[src/design/anvs_pkg.sv]
// Shared widths, types and codes of the nearest vertex search.
// No dependencies; every other file of the block but the macro header imports it.
package anvs_pkg;

  localparam int COORD_BITS     = 12;
  localparam int INDEX_BITS     = 16;
  localparam int OUT_INDEX_BITS = 16;

  // Arithmetic widths: a square of a coordinate, a norm, the dot product, the metric.
  localparam int SQ_W     = 2 * COORD_BITS;
  localparam int NORM_W   = SQ_W;
  localparam int DOT_W    = SQ_W + 1;
  localparam int METRIC_W = 2 * NORM_W;

  // Queue between the front and the back part.
  localparam int FIFO_DEPTH = 8;
  localparam int FIFO_AW    = $clog2(FIFO_DEPTH);
  localparam int CNT_W      = FIFO_AW + 1;
  localparam int FRONT_STAGES = 5;

  // Stream payload widths, padded to whole bytes.
  localparam int IN_DATA_W  = ((3 * COORD_BITS + INDEX_BITS + 7) / 8) * 8;
  localparam int OUT_DATA_W = ((OUT_INDEX_BITS + 1 + 7) / 8) * 8;

  // Configuration port.
  localparam int CFG_INDEX_W = 2;

  typedef enum logic [CFG_INDEX_W-1:0] {
    REG_AXIS_X = 2'd0,
    REG_AXIS_Y = 2'd1,
    REG_AXIS_Z = 2'd2
  } cfg_reg_t;

  typedef logic signed [COORD_BITS-1:0] coord_t;

  localparam coord_t AXIS_X_RESET = COORD_BITS'(0);
  localparam coord_t AXIS_Y_RESET = COORD_BITS'(0);
  localparam coord_t AXIS_Z_RESET = COORD_BITS'(1);

  // One classified vertex on its way from the front to the back part.
  typedef struct packed {
    logic [METRIC_W-1:0]   metric;
    logic [INDEX_BITS-1:0] vertex_id;
    logic                  neg_side;
    logic                  last_vertex;
    logic                  zero_axis;
  } cand_t;

endpackage

[src/design/anvs_back.sv]
// Back part: keeps the running minimum of each side and issues the result.
// Depends on anvs_pkg; takes classified vertices from the queue.
module anvs_back (
  input  logic                                  clk,
  input  logic                                  rst_n,
  input  logic                                  cand_valid,
  input  anvs_pkg::cand_t                       cand,
  output logic                                  pop,
  output logic                                  res_valid,
  input  logic                                  res_ready,
  output logic [anvs_pkg::OUT_INDEX_BITS-1:0]   best_vertex,
  output logic                                  positive_side,
  output logic                                  status
);
  import anvs_pkg::*;

  logic                  neg_found_r, neg_found_nxt;
  logic [METRIC_W-1:0]   neg_metric_r, neg_metric_nxt;
  logic [INDEX_BITS-1:0] neg_index_r, neg_index_nxt;
  logic                  pos_found_r, pos_found_nxt;
  logic [METRIC_W-1:0]   pos_metric_r, pos_metric_nxt;
  logic [INDEX_BITS-1:0] pos_index_r, pos_index_nxt;

  logic                      res_valid_r;
  logic [OUT_INDEX_BITS-1:0] best_vertex_r;
  logic                      positive_side_r;
  logic                      status_r;
  logic                      take_neg, take_pos, finish;

  // A last vertex waits while a result is still pending at the output.
  assign pop    = cand_valid && (!cand.last_vertex || !res_valid_r || res_ready);
  assign finish = pop && cand.last_vertex;

  // Strictly smaller metric replaces; the first vertex of a tie stays.
  always_comb begin
    take_neg = pop && cand.neg_side && (!neg_found_r || (cand.metric < neg_metric_r));
    take_pos = pop && !cand.neg_side && (!pos_found_r || (cand.metric < pos_metric_r));
    neg_found_nxt  = neg_found_r || take_neg;
    neg_metric_nxt = take_neg ? cand.metric : neg_metric_r;
    neg_index_nxt  = take_neg ? cand.vertex_id : neg_index_r;
    pos_found_nxt  = pos_found_r || take_pos;
    pos_metric_nxt = take_pos ? cand.metric : pos_metric_r;
    pos_index_nxt  = take_pos ? cand.vertex_id : pos_index_r;
  end

  // Search state; a finished frame starts over from empty.
  always_ff @(posedge clk) begin
    if (!rst_n || finish) begin
      neg_found_r  <= 1'b0;
      neg_metric_r <= '0;
      neg_index_r  <= '0;
      pos_found_r  <= 1'b0;
      pos_metric_r <= '0;
      pos_index_r  <= '0;
    end else begin
      neg_found_r  <= neg_found_nxt;
      neg_metric_r <= neg_metric_nxt;
      neg_index_r  <= neg_index_nxt;
      pos_found_r  <= pos_found_nxt;
      pos_metric_r <= pos_metric_nxt;
      pos_index_r  <= pos_index_nxt;
    end
  end

  // Output register; the negative side wins when it has any vertex.
  always_ff @(posedge clk) begin
    if (!rst_n) begin
      res_valid_r <= 1'b0;
    end else if (finish) begin
      res_valid_r <= 1'b1;
    end else if (res_ready) begin
      res_valid_r <= 1'b0;
    end
  end

  always_ff @(posedge clk) begin
    if (finish) begin
      best_vertex_r   <= OUT_INDEX_BITS'(neg_found_nxt ? neg_index_nxt : pos_index_nxt);
      positive_side_r <= !neg_found_nxt;
      status_r        <= cand.zero_axis;
    end
  end

  assign res_valid     = res_valid_r;
  assign best_vertex   = best_vertex_r;
  assign positive_side = positive_side_r;
  assign status        = status_r;

endmodule

[config.mk]
export PLATFORM = sky130hd
export DESIGN_NAME = anvs_back
export DESIGN_NICKNAME = d
export VERILOG_FILES = /design/src/design/anvs_pkg.sv /design/src/design/anvs_back.sv
export SDC_FILE = /design/constraint.sdc
export NUM_CORES = 1
export LEC_CHECK = 0
export BUFFER_PORTS_ARGS = -buffer_cell sky130_fd_sc_hd__buf_2
export CAP_MARGIN = 25
export CORE_ASPECT_RATIO = 0.6
export CORE_UTILIZATION = 35
export CTS_CLUSTER_SIZE = 16
export DETAILED_ROUTE_END_ITERATION = 8
export GPL_TIMING_DRIVEN = 0
export PLACE_DENSITY = 0.53
export SLEW_MARGIN = 40
export SYNTH_ARGS = -nofsm -noshare
export SYNTH_HDL_FRONTEND = slang
export SYNTH_SLANG_ARGS = --single-unit
[constraint.sdc]
create_clock -name clk -period 4.5 [get_ports clk]
set_input_delay 0.9 -clock clk [delete_from_list [all_inputs] [get_ports clk]]
set_output_delay 0.9 -clock clk [all_outputs]
set_load 0.01 [all_outputs]
==> results.rst <==
.. list-table::
   :header-rows: 1

   * - Metric
     - Value
   * - Max_slew headroom
     - 0.492
   * - Count of flip-flops with a built-in enable after synthesis
     - 18
   * - First-pass GRT wire length
     - 31100 µm
   * - Data required time of the critical path
     - 4.65 ns
   * - Leakage Power
     - 4.33 nW
   * - Post-DP HPWL
     - 15000 µm
   * - Clock Path Buffers
     - 2
   * - CP arrival
     - 4.19 ns
   * - Area of the mapped netlist
     - 8050 µm²
   * - Pin count of the biggest net entering global routing
     - 19
   * - Avg Synthesized Cell Area
     - 9.10 µm²
   * - Clock slew at reported path FFs
     - 0.06 ns
   * - Starting density of the core
     - 0.361
   * - Synthesis-stage register bit count
     - 149
   * - Total number of vias
     - 6220
   * - Post-route total power
     - 3.39 mW
   * - Post-route setup slack
     - 0.461 ns
   * - Final setup fails
     - 0
   * - Die H
     - 119 µm
   * - H-tree depth
     - 4
   * - Primary FF master, synth
     - sky130_fd_sc_hd__dfxtp_1
   * - Clock tree from TritonCTS
     - done
   * - Fill count
     - 2247
   * - Max-slew violation count
     - 0
   * - Util after Layout
     - 0.426
   * - Kind of critical path
     - in2reg
   * - Remaining number of nets flagged by the antenna check after routing
     - 0
   * - Total iterations of the first detailed-routing run
     - 7
   * - Width of the die
     - 198 µm
   * - End of the worst hold path
     - pos_metric_r[22]
   * - Fraction of layout instances using a drive strength above 1
     - 0.139
   * - Pre-CTS setup slack
     - 0.0328 ns
   * - Startpoint class of the critical path
     - input pin
   * - Post-route fraction of the period consumed by the critical path
     - 0.897
   * - Area used by multi-input combinational logic
     - 4100 µm²
   * - Cell taking the most area after synthesis
     - sky130_fd_sc_hd__dfxtp_1
   * - Number of CTS-inserted buffers
     - 17
   * - Total number of yosys warnings
     - 0
   * - Number of top-level pins
     - 91
   * - Most common cell in the synthesized netlist
     - sky130_fd_sc_hd__inv_1
   * - Most common library cells after synthesis
     - sky130_fd_sc_hd__inv_1 (149), sky130_fd_sc_hd__nor2_1 (139), sky130_fd_sc_hd__dfxtp_1 (131)
   * - Routed via count divided by cell count
     - 4.73
   * - Number of max-cap violations
     - 0
   * - Total of buffers placed on input and output ports
     - 90
   * - Post-synthesis sequential area ratio
     - 0.393
   * - Fmax
     - 248 MHz
   * - Gates resized, CTS repair
     - 0
   * - WL final
     - 19700 µm
   * - Total number of nets in the final design
     - 1158
   * - Row Count
     - 42
   * - Standard cell core area
     - 22300 µm²
   * - Hold Slack
     - 0.492 ns
   * - Source of the worst hold timing path
     - pos_metric_r[22]
   * - Final critical delay including setup and external delays
     - 4.04 ns
   * - Most area-consuming cells after synthesis
     - sky130_fd_sc_hd__dfxtp_1 (33%), sky130_fd_sc_hd__ha_1 (15%), sky130_fd_sc_hd__mux2i_1 (14%)
   * - Launch point of the worst reg-to-reg path
     - pos_metric_r[23]
   * - Drc violations
     - 0
   * - Async set or reset register ratio after synthesis
     - 0
   * - Number of antenna violations at the first check in global routing
     - 0
   * - Distinct cell type count of the synthesized netlist
     - 35
   * - Net count after synthesis
     - 1049
   * - Instance count along the most critical hold path
     - 2
   * - Critical path endpoint category
     - flip-flop
   * - Congestion Overflow GR
     - 0
   * - Number of inserted diodes
     - 0
   * - Hold Buf Count CTS
     - 0
   * - HP Class
     - reg2reg
   * - Transition time at the pin with the least slew margin
     - 0.758 ns
   * - Post-route clock skew
     - 0.0118 ns
   * - Synthesized instance count
     - 884
   * - Gp weighted congestion
     - 0.796
   * - Combined flip-flop and latch cell area
     - 3160 µm²
   * - Maximum vdd drop
     - 0.285 mV
   * - Clk sinks
     - 149
   * - Global routing usage summed across all routing layers
     - 0.173
   * - Endpoint of the lowest-slack register-to-register path
     - best_vertex[5]
   * - Root cell of the clock tree
     - sky130_fd_sc_hd__clkbuf_16
   * - Final setup TNS
     - 0 ns
   * - Reg2Reg Setup Slack
     - 0.69 ns
   * - Hold Violations, Final
     - 0
   * - Largest fanout of any net on the critical path
     - 10
   * - Setup repair after global routing missed its margin
     - no
   * - Count of cells along the worst register-to-register path
     - 10
   * - Cell Pwr Density
     - 357 nW/µm²
   * - Routed length per placed instance
     - 15.0 µm
   * - Initial DRC count
     - 437
   * - Area added between synthesis and finish
     - 17.9%
   * - Area fraction of the dominant cell type after synthesis
     - 0.326
   * - Latest clock arrival within the worst-skew pair
     - 0.44 ns
   * - Area enclosed by the die boundary
     - 23600 µm²
   * - Total setup buffers inserted after CTS
     - 0
   * - Result of the run
     - finished clean
   * - Number of global-route vias before repair
     - 5760
==> routing by layer <==
| layer | wire, µm | vias up | track usage |
|---|---|---|---|
| li1 | - | 3255 | - |
| met1 | 11100 | 2848 | 0.270 |
| met2 | 7460 | 103 | 0.226 |
| met3 | 934 | 14 | 0.0430 |
| met4 | 193 | 0 | 0.0523 |
| met5 | 0 | - | 0 |
==> where the power goes <==
group / leakage, nW / internal [mW] / switching, mW
clock network: 0.290 / 0.886 / 0.582
registers: 1.24 / 1.41 / 0.0231
logic: 2.80 / 0.202 / 0.291
total: 4.33 / 2.49 / 0.896
==> critical path, cell delays in order <==
cell and delay [ns]:
sky130_fd_sc_hd__buf_2 0.13, sky130_fd_sc_hd__ha_1 0.32, sky130_fd_sc_hd__nand4_1 0.18, sky130_fd_sc_hd__or4_1 0.64, sky130_fd_sc_hd__or4_1 0.43, sky130_fd_sc_hd__a211oi_1 0.35
sky130_fd_sc_hd__nor3_1 0.12, sky130_fd_sc_hd__a21oi_1 0.61, sky130_fd_sc_hd__buf_2 0.37, sky130_fd_sc_hd__a222oi_1 0.13
==> through the flow <==
step                cells  cell area, µm²
floorplan             884            8050
global placement     1282            8880
detailed placement   1282            8880
CTS                  1314            9480
global route         1314            9480
finish               1314            9480
==> flip-flops by register name, summed over array words and instances (netlist names) <==
signal,flops
neg_metric_r,48
pos_metric_r,48
best_vertex,16
neg_index_r,16
pos_index_r,16
neg_found_r,1
pos_found_r,1
positive_side,1
res_valid,1
status,1
==> cells by family (layout without fill, tap and decap cells) <==
kind of cell | Yosys count | after routing | share of synthesized area
AO/OA/AOI/OAI | 120 | 120 | 0.102
multiplexers | 112 | 112 | 0.139
flip-flops | 149 | 149 | 0.393
AND/OR/NAND/NOR | 223 | 223 | 0.121
adder cells (fa/ha/maj) | 94 | 94 | 0.146
buffers and inverters | 186 | 308 | 0.0978
==> cell usage in the layout, fill, tap and decap left out, drive strengths merged <==
cell,netlist,final
a2111oi,2,2
a211o,1,1
a211oi,4,4
a21boi,1,1
a21o,1,1
a21oi,53,53
a221oi,8,8
a222oi,16,16
a41oi,16,16
and3,2,2
and4,8,8
buf,15,105
bufinv,0,3
clkbuf,22,42
clkinv,0,8
clkinvlp,0,2
dfxtp,131,131
edfxtp,18,18
ha,94,94
inv,149,148
mux2i,112,112
nand2,35,35
nand2b,3,3
nand3,12,12
nand4,13,13
nor2,139,139
nor3,6,6
o21a,2,2
o21ai,14,14
o32ai,2,2
or4,5,5
==> worst max-delay path by stage <==
| stage | startpoint | end | slack (ns) | cells after the start |
|---|---|---|---|---|
| floorplan | cand[42] | best_vertex[5] | 1.14 | 9 |
| CTS | cand[42] | best_vertex[5] | 0.49 | 10 |
| global placement | cand[42] | best_vertex[5] | 0.004 | 10 |
| detailed placement | cand[42] | best_vertex[5] | 0.03 | 10 |
| finish | cand[42] | best_vertex[5] | 0.46 | 10 |
| global route | cand[42] | best_vertex[8] | 0.26 | 10 |
==> area by class of cell <==
cell class	instances	share of cell area
Multi-Input combinational cell	549	0.432
Sequential cell	149	0.334
Inverter	149	0.0590
Timing Repair Buffer	90	0.0475
Clock buffer	20	0.0471
Tap cell	308	0.0406
Buffer	37	0.0240
Clock inverter	12	0.0164
Note: power is estimated with default switching activity, not from simulation.
