### src/design/anvs_pkg.sv
// Shared widths, types and codes of the nearest vertex search.
// No dependencies; every other file of the block but the macro header imports it.
package anvs_pkg;

  localparam int COORD_BITS     = 12;
  localparam int INDEX_BITS     = 16;
  localparam int OUT_INDEX_BITS = 16;

  // Arithmetic widths: a square of a coordinate, a norm, the dot product, the metric.
  localparam int SQ_W     = 2 * COORD_BITS;
  localparam int NORM_W   = SQ_W;
  localparam int DOT_W    = SQ_W + 1;
  localparam int METRIC_W = 2 * NORM_W;

  // Queue between the front and the back part.
  localparam int FIFO_DEPTH = 8;
  localparam int FIFO_AW    = $clog2(FIFO_DEPTH);
  localparam int CNT_W      = FIFO_AW + 1;
  localparam int FRONT_STAGES = 5;

  // Stream payload widths, padded to whole bytes.
  localparam int IN_DATA_W  = ((3 * COORD_BITS + INDEX_BITS + 7) / 8) * 8;
  localparam int OUT_DATA_W = ((OUT_INDEX_BITS + 1 + 7) / 8) * 8;

  // Configuration port.
  localparam int CFG_INDEX_W = 2;

  typedef enum logic [CFG_INDEX_W-1:0] {
    REG_AXIS_X = 2'd0,
    REG_AXIS_Y = 2'd1,
    REG_AXIS_Z = 2'd2
  } cfg_reg_t;

  typedef logic signed [COORD_BITS-1:0] coord_t;

  localparam coord_t AXIS_X_RESET = COORD_BITS'(0);
  localparam coord_t AXIS_Y_RESET = COORD_BITS'(0);
  localparam coord_t AXIS_Z_RESET = COORD_BITS'(1);

  // One classified vertex on its way from the front to the back part.
  typedef struct packed {
    logic [METRIC_W-1:0]   metric;
    logic [INDEX_BITS-1:0] vertex_id;
    logic                  neg_side;
    logic                  last_vertex;
    logic                  zero_axis;
  } cand_t;

endpackage

### src/design/anvs_fifo.sv
// Short queue of classified vertices between the front and the back part.
// Depends on anvs_pkg for the entry type and the depth.
module anvs_fifo (
  input  logic                 clk,
  input  logic                 rst_n,
  input  logic                 push,
  input  anvs_pkg::cand_t      din,
  input  logic                 pop,
  output anvs_pkg::cand_t      dout,
  output logic                 not_empty,
  output logic [anvs_pkg::CNT_W-1:0] count
);
  import anvs_pkg::*;

  cand_t              queue_r [FIFO_DEPTH];
  logic [FIFO_AW-1:0] wr_ptr_r, wr_ptr_nxt;
  logic [FIFO_AW-1:0] rd_ptr_r, rd_ptr_nxt;
  logic [CNT_W-1:0]   count_r, count_nxt;

  // Pointer and fill count update.
  always_comb begin
    wr_ptr_nxt = push ? wr_ptr_r + FIFO_AW'(1) : wr_ptr_r;
    rd_ptr_nxt = pop  ? rd_ptr_r + FIFO_AW'(1) : rd_ptr_r;
    count_nxt  = count_r;
    if (push && !pop) begin
      count_nxt = count_r + CNT_W'(1);
    end else if (pop && !push) begin
      count_nxt = count_r - CNT_W'(1);
    end
  end

  always_ff @(posedge clk) begin
    if (!rst_n) begin
      wr_ptr_r <= '0;
      rd_ptr_r <= '0;
      count_r  <= '0;
    end else begin
      wr_ptr_r <= wr_ptr_nxt;
      rd_ptr_r <= rd_ptr_nxt;
      count_r  <= count_nxt;
    end
  end

  // Entry storage; the head is read at the read pointer.
  always_ff @(posedge clk) begin
    if (push) begin
      queue_r[wr_ptr_r] <= din;
    end
  end

  assign dout      = queue_r[rd_ptr_r];
  assign not_empty = (count_r != '0);
  assign count     = count_r;

endmodule

### config.mk
export PLATFORM = sky130hd
export DESIGN_NAME = anvs_fifo
export DESIGN_NICKNAME = d
export VERILOG_FILES = /design/src/design/anvs_pkg.sv /design/src/design/anvs_fifo.sv
export SDC_FILE = /design/constraint.sdc
export NUM_CORES = 1
export LEC_CHECK = 0
export BUFFER_PORTS_ARGS = -buffer_cell sky130_fd_sc_hd__buf_2
export CAP_MARGIN = 20
export CORE_MARGIN = 4
export CORE_UTILIZATION = 30
export CTS_CLUSTER_DIAMETER = 150
export DETAILED_ROUTE_END_ITERATION = 8
export SYNTH_ARGS = -nofsm -noshare
export SYNTH_HDL_FRONTEND = slang
export SYNTH_SLANG_ARGS = --single-unit
### constraint.sdc
create_clock -name clk -period 6.5 [get_ports clk]
set_input_delay 1.3 -clock clk [delete_from_list [all_inputs] [get_ports clk]]
set_output_delay 1.3 -clock clk [all_outputs]
set_load 0.1 [all_outputs]
==> reports/metrics.yaml, run 1 <==
tns_ps: 0
cp_max_fo: 38
fillCellCount: 6355
use_met2_pct: 19.7
peakVddDrop_uv: 192
critical_path.slowest_cell: "dfxtp_4"
die_height_um: 273
ys_warn_count: 0
pwr-share-comb_pct: 14.2
power_mw: 8.47
fmax_mhz: 224
htreeDepth: 2
syn-cell-area_um2: 21100
fin_ws_ps: 2040
min-delay-start: "count[3]$_SDFFE_PN0P_"
start_util_pct: 30.5
ys_seq_area_share_pct: 77.6
viasPerCell: 4.58
regArea_um2: 16400
ys_seq_elements: 549
finalMaxSlewViolations: 0
multi_input_area_um2: 4480
r2r_start: "wr_ptr_r[0]$_SDFFE_PN0P_"
rsz0062_at_grt: "no"
crit_type: "flop to primary output"
wire_per_inst_um: 21.7
finalCritPeriodShare_pct: 68.7
cts_tree: "built"
clock_power_share_pct: 38.2
clk-insertion-delay-late_ps: 590
slew_headroom_pct: 27.9
min_path_type: "flop to flop"
drt_pass1_iterations: 4
final_common_cell: "edfxtp_1"
power.internal_mw: 6.24
io_buffer_count: 142
worst-path-buf-inv: 2
nets: 1106
drt_iter0_drc: 430
r2r_cells: 4
grt_max_degree: 69
use_met3_pct: 2.58
gr-max-usage-layer: "met2"
root_buffer: "clkbuf_16"
drive_gt1_share_pct: 41.4
fin_util_pct: 36.0
r2r-end: "queue_r[3][24]$_DFFE_PP_"
ant_nets: 0
cts_hold_buffers: 0
p_sw_mw: 2.23
core_um2: 69100
die_w_um: 273
crit_path_end_kind: "primary output"
clock_sinks: 549
numCtsBuffers: 59
syn_area_per_cell_um2: 25.0
drc: 0
dp_slack_ps: 2520
ys_types: 30
wl_um: 43700
hold_end: "count[3]$_SDFFE_PN0P_"
min_period_ps: 4460
clock_path_buffers: 3
clk_pin_slew_worst_paths_ps: 60
cts_resized: 0
antenna_found_initial: 5
seq_power_share_pct: 47.6
r2r_slack_ps: 3990
critPathMaxStageDelay_ps: 920
hold_violations: 0
worstMarginPinSlew_ps: 1080
io_pins: 143
holdPathStages: 2
worstSetupPathDepth: 4
crit_arrival_ps: 3160
cts_setup_buffers: 0
syn_to_final_growth_pct: 17.8
gr-usage-met1_pct: 15.5
status: "complete, no violations"
crit_family: "flip-flops"
rows: 96
dpl.hpwl_um: 23400
grt_pass1_wl_um: 65400
p_sw_share_pct: 26.4
finalSetupViolCount: 0
gp_congestion: 0.650
final_cell_mix: "edfxtp_1, buf_2, mux4_2, clkbuf_16, mux2_4"
start_kind: "flop"
grtUsageTotal_pct: 11.7
p_leak_nw: 7.97
max_cap_violations: 0
fin_skew_ps: 19.4
cp_cell_sequence: "buf_4 -> mux4_1 -> mux2_4 -> buf_2"
synth_nets: 919
die_area_um2: 74500
vias: 9216
overflow: 0
powerDensity_nw_per_um2: 341
cp.required_ps: 5200
netlist_instances: 842
first_global_vias: 10146
==> stage by stage <==
| step | area [um^2] | hold slack, ps | cells |
|---|---|---|---|
| detailed placement | 22900 | 481 | 1899 |
| CTS | 24800 | 499 | 2009 |
| global placement | 22900 | 466 | 1899 |
| floorplan | 21100 | 512 | 842 |
| finish | 24800 | 495 | 2011 |
| global route | 24800 | 539 | 2009 |
==> registers in the layout (all words and copies together), names as in the netlist, named ones only <==
name,cells
wr_ptr_r,3
count,4
queue_r,536
rd_ptr_r,3
==> cell families after synthesis <==
kind of cell,count (synthesis),share of synthesized area (%)
flops,549,77.6
compound gates,4,0.113
mux,205,19.4
fa+ha+maj,6,0.392
simple gates,31,0.754
xor+xnor,6,0.249
buf+inv,41,1.43
==> metal layers <==
layer	vias up	wire [um]	share of wire [%]
li1	3993	-	-
met1	4973	19100	44
met4	6	923	2.1
met5	-	40	0.092
met2	169	21700	50
met3	75	1870	4.3
==> worst min-delay path: cells and delay by family, from the launching register on <==
kind | cells | cell delay [ps]
AND/OR/NAND/NOR | 1 | 60
flip-flops | 1 | 330
multiplexers | 1 | 60
==> synth_stat cells, drive strengths merged <==
cell type	number	area (um^2)
a211oi	1	7.51
a21oi	1	5.00
a31oi	1	6.26
and2	7	43.8
buf	26	238
clkbuf	13	56.3
dfxtp	13	260
edfxtp	536	16100
fa	1	20.0
ha	5	62.6
inv	2	7.51
mux2	67	980
mux2i	4	40.0
mux4	134	3080
nand2	6	22.5
nand2b	4	25.0
nand3	1	5.00
nor2	7	26.3
nor2b	3	18.8
nor3	2	10.0
o21ai	1	5.00
or4	1	7.51
xnor2	4	35.0
xor2	2	17.5
==> how the worst max path moves through the flow <==
stage                              end  slack, ps
2_1_floorplan  queue_r[1][0]$_DFFE_PP_       1780
3_3_place_gp                  dout[10]       2520
3_5_place_dp                  dout[14]       2520
4_1_cts                       dout[14]       1860
5_1_grt                       dout[14]       1790
6_report                      dout[14]       2040
==> power by group through the flow <==
stage / clock [mW] / sequential, mW / combinational (mW)
CTS: 3.37 / 4.03 / 1.22
floorplan: 0 / 4.12 / 0.978
finish: 3.24 / 4.03 / 1.20
global route: 3.51 / 4.04 / 1.26
global placement: 0 / 4.10 / 1.21
detailed placement: 0 / 4.11 / 1.22
==> layout make-up <==
type,count,area share [%]
clock inverters,37,1.30
well taps,931,4.69
multi-input cells,252,18.1
repair buffers,165,3.66
flip-flops and latches,549,65.9
clock buffers,73,6.33
diodes,2,0.0202
inverters,2,0.0302
(Power assumes the default switching activity.)
==> run 2, diff against run 1 <==
--- a/config.mk
+++ b/config.mk
@@ -5,6 +5,7 @@
 export SDC_FILE = /design/constraint.sdc
 export NUM_CORES = 1
 export LEC_CHECK = 0
+export ABC_AREA = 1
 export BUFFER_PORTS_ARGS = -buffer_cell sky130_fd_sc_hd__buf_2
 export CAP_MARGIN = 20
 export CORE_MARGIN = 4
==> constraint.sdc (replaced) <==
create_clock -name clk -period 3.8 [get_ports clk]
set_input_delay 0.76 -clock clk [delete_from_list [all_inputs] [get_ports clk]]
set_output_delay 0.76 -clock clk [all_outputs]
set_load 0.1 [all_outputs]
==> reports/metrics.yaml, run 2 <==
regMostFlops: "queue_r"
grt_pass1_wl_um: 81000
cts_hold_buffers: 0
first_global_vias: 13931
clock_path_buffers: 3
ant_nets: 0
drt_iter0_drc: 1091
ys_seq_area_share_pct: 74.4
r2r_slack_ps: 1780
synth.most_common_cell: "nor2_1"
p_leak_nw: 9.46
die_w_um: 279
die_height_um: 279
finalMaxSlewViolations: 0
grtUsageTotal_pct: 13.3
clk_pin_slew_worst_paths_ps: 60
fin_ws_ps: 424
synth_area_leaders: "edfxtp_1, nor2_1, nand2_1"
rows: 98
drive_gt1_share_pct: 13.0
core_um2: 72100
vias: 13783
crit_path_end_kind: "primary output"
fillCellCount: 6958
holdPathStages: 1
nets: 2067
r2r-end: "queue_r[0][42]$_DFFE_PP_"
viasPerCell: 4.61
rsz0062_at_grt: "no"
ys_warn_count: 0
syn-cell-area_um2: 22000
start_util_pct: 30.5
finalCritPeriodShare_pct: 88.9
drt_pass1_iterations: 5
r2r_start: "wr_ptr_r[0]$_SDFFE_PN0P_"
htreeDepth: 2
powerDensity_nw_per_um2: 569
antenna_found_initial: 10
ys_seq_elements: 549
ys_types: 21
netlist_instances: 1867
finalSetupViolCount: 0
status: "complete, no violations"
crit_type: "flop to primary output"
dp_slack_ps: 1030
max_cap_violations: 0
syn_to_final_growth_pct: 18.9
synth_top_area_cell: "edfxtp_1"
async_reset_ff_share_pct: 0
cp.required_ps: 3040
min_period_ps: 3380
wire_per_inst_um: 17.7
hold_violations: 0
overflow: 0
final_common_cell: "nor2_1"
clk-insertion-delay-late_ps: 600
largest_reg_flops: 536
synth_edf_count: 536
cts_tree: "built"
gp_congestion: 0.716
cts_setup_buffers: 0
numCtsBuffers: 56
fmax_mhz: 296
start_kind: "flop"
cp_max_fo: 55
clock_sinks: 549
synth_flop_cell: "edfxtp_1"
synth_top_cells_by_count: "nor2_1, edfxtp_1, nand2_1, o21ai_1, o21ai_0"
drc: 0
yosysTopAreaCellShare_pct: 73.2
die_area_um2: 77700
tns_ps: 0
io_buffer_count: 142
min_path_type: "input port to flop"
wl_um: 52900
worstMarginPinSlew_ps: 811
hold_end: "queue_r[2][63]$_DFFE_PP_"
final_cell_mix: "nor2_1, edfxtp_1, nand2_1, o21ai_1, buf_2"
min-delay-start: "din[63]"
synth_nets: 1944
syn_area_per_cell_um2: 11.8
cts_resized: 0
peakVddDrop_uv: 409
dpl.hpwl_um: 27500
io_pins: 143
crit_arrival_ps: 2620
r2r_cells: 3
grt_max_degree: 135
whs_ps: 420
root_buffer: "clkbuf_16"
slew_headroom_pct: 45.9
fin_skew_ps: 16.8
[run 2: cell types whose count changed after synthesis, sizes merged, moves of 4 or more]
cell | before | now
buf | 26 | 90
o21ai | 1 | 274
inv | 2 | 15
mux2 | 67 | 0
a21oi | 1 | 6
nand2b | 4 | 0
nand2 | 6 | 351
nor2 | 7 | 555
mux2i | 4 | 0
mux4 | 134 | 0
and2 | 7 | 0
[run 2: worst max-delay path by stage]
stage | start | end | depth (start not counted)
after floorplan | push | queue_r[0][0]$_DFFE_PP_ | 3
after global placement | flop | dout[16] | 8
after detailed placement | flop | dout[16] | 5
after CTS | flop | dout[16] | 5
after global routing | flop | dout[16] | 8
final | flop | dout[0] | 8
[run 2: where the power goes]
part / leakage [nW] / internal, mW / switching (mW)
registers: 4.98 / 6.79 / 0.0494
clock network: 0.884 / 3.13 / 2.26
logic: 3.60 / 0.669 / 1.97
total: 9.46 / 10.6 / 4.29
[run 2: metal layers]
metal  track usage, %  part of all wire (%)  up-vias
met5                0                  0.16        -
li1                 -                     -     6635
met3             2.89                   4.8       88
met2             22.6                    48      263
met1             17.3                    45     6785
met4             3.41                   1.9       12
[run 2: cell type report]
cell class	instances	area, um^2	area share (%)
Multi-Input combinational cell	1200	4990	19.1
Sequential cell	549	16400	62.6
Inverter	15	63.8	0.244
Tap cell	950	1190	4.55
Timing Repair Buffer	168	1700	6.49
Antenna cell	2	5.00	0.0191
Clock inverter	40	380	1.46
Clock buffer	66	1440	5.51
[run 2: worst max-delay path: stages (launching register included)]
cell     delay, ps
dfxtp_4        360
inv_4          550
buf_12         330
nor2_1          80
o21ai_0         70
nand2_1         70
nand2_1         50
nand2_1        220
buf_12         250
[run 2: stage by stage]
step	total power [mW]	utilization [%]	cell area [um^2]	instances
after floorplan	8.85	-	22000	1867
after global placement	9.61	33.7	24300	2882
after detailed placement	9.64	33.7	24300	2882
after CTS	15.1	36.2	26100	2988
after global routing	15.5	36.2	26100	2988
final	14.9	36.2	26100	2990
[run 2: logic make-up (layout without fill, tap and decap cells)]
family	count (synthesis)	in the layout	share of synthesized area, %
AND/OR/NAND/NOR	912	912	15.6
flip-flops	549	549	74.4
AO/OA/AOI/OAI	280	280	6.37
buffers and inverters	118	289	3.16
adder cells (fa/ha/maj)	6	6	0.376
XOR/XNOR	2	2	0.0797
other	0	2	0
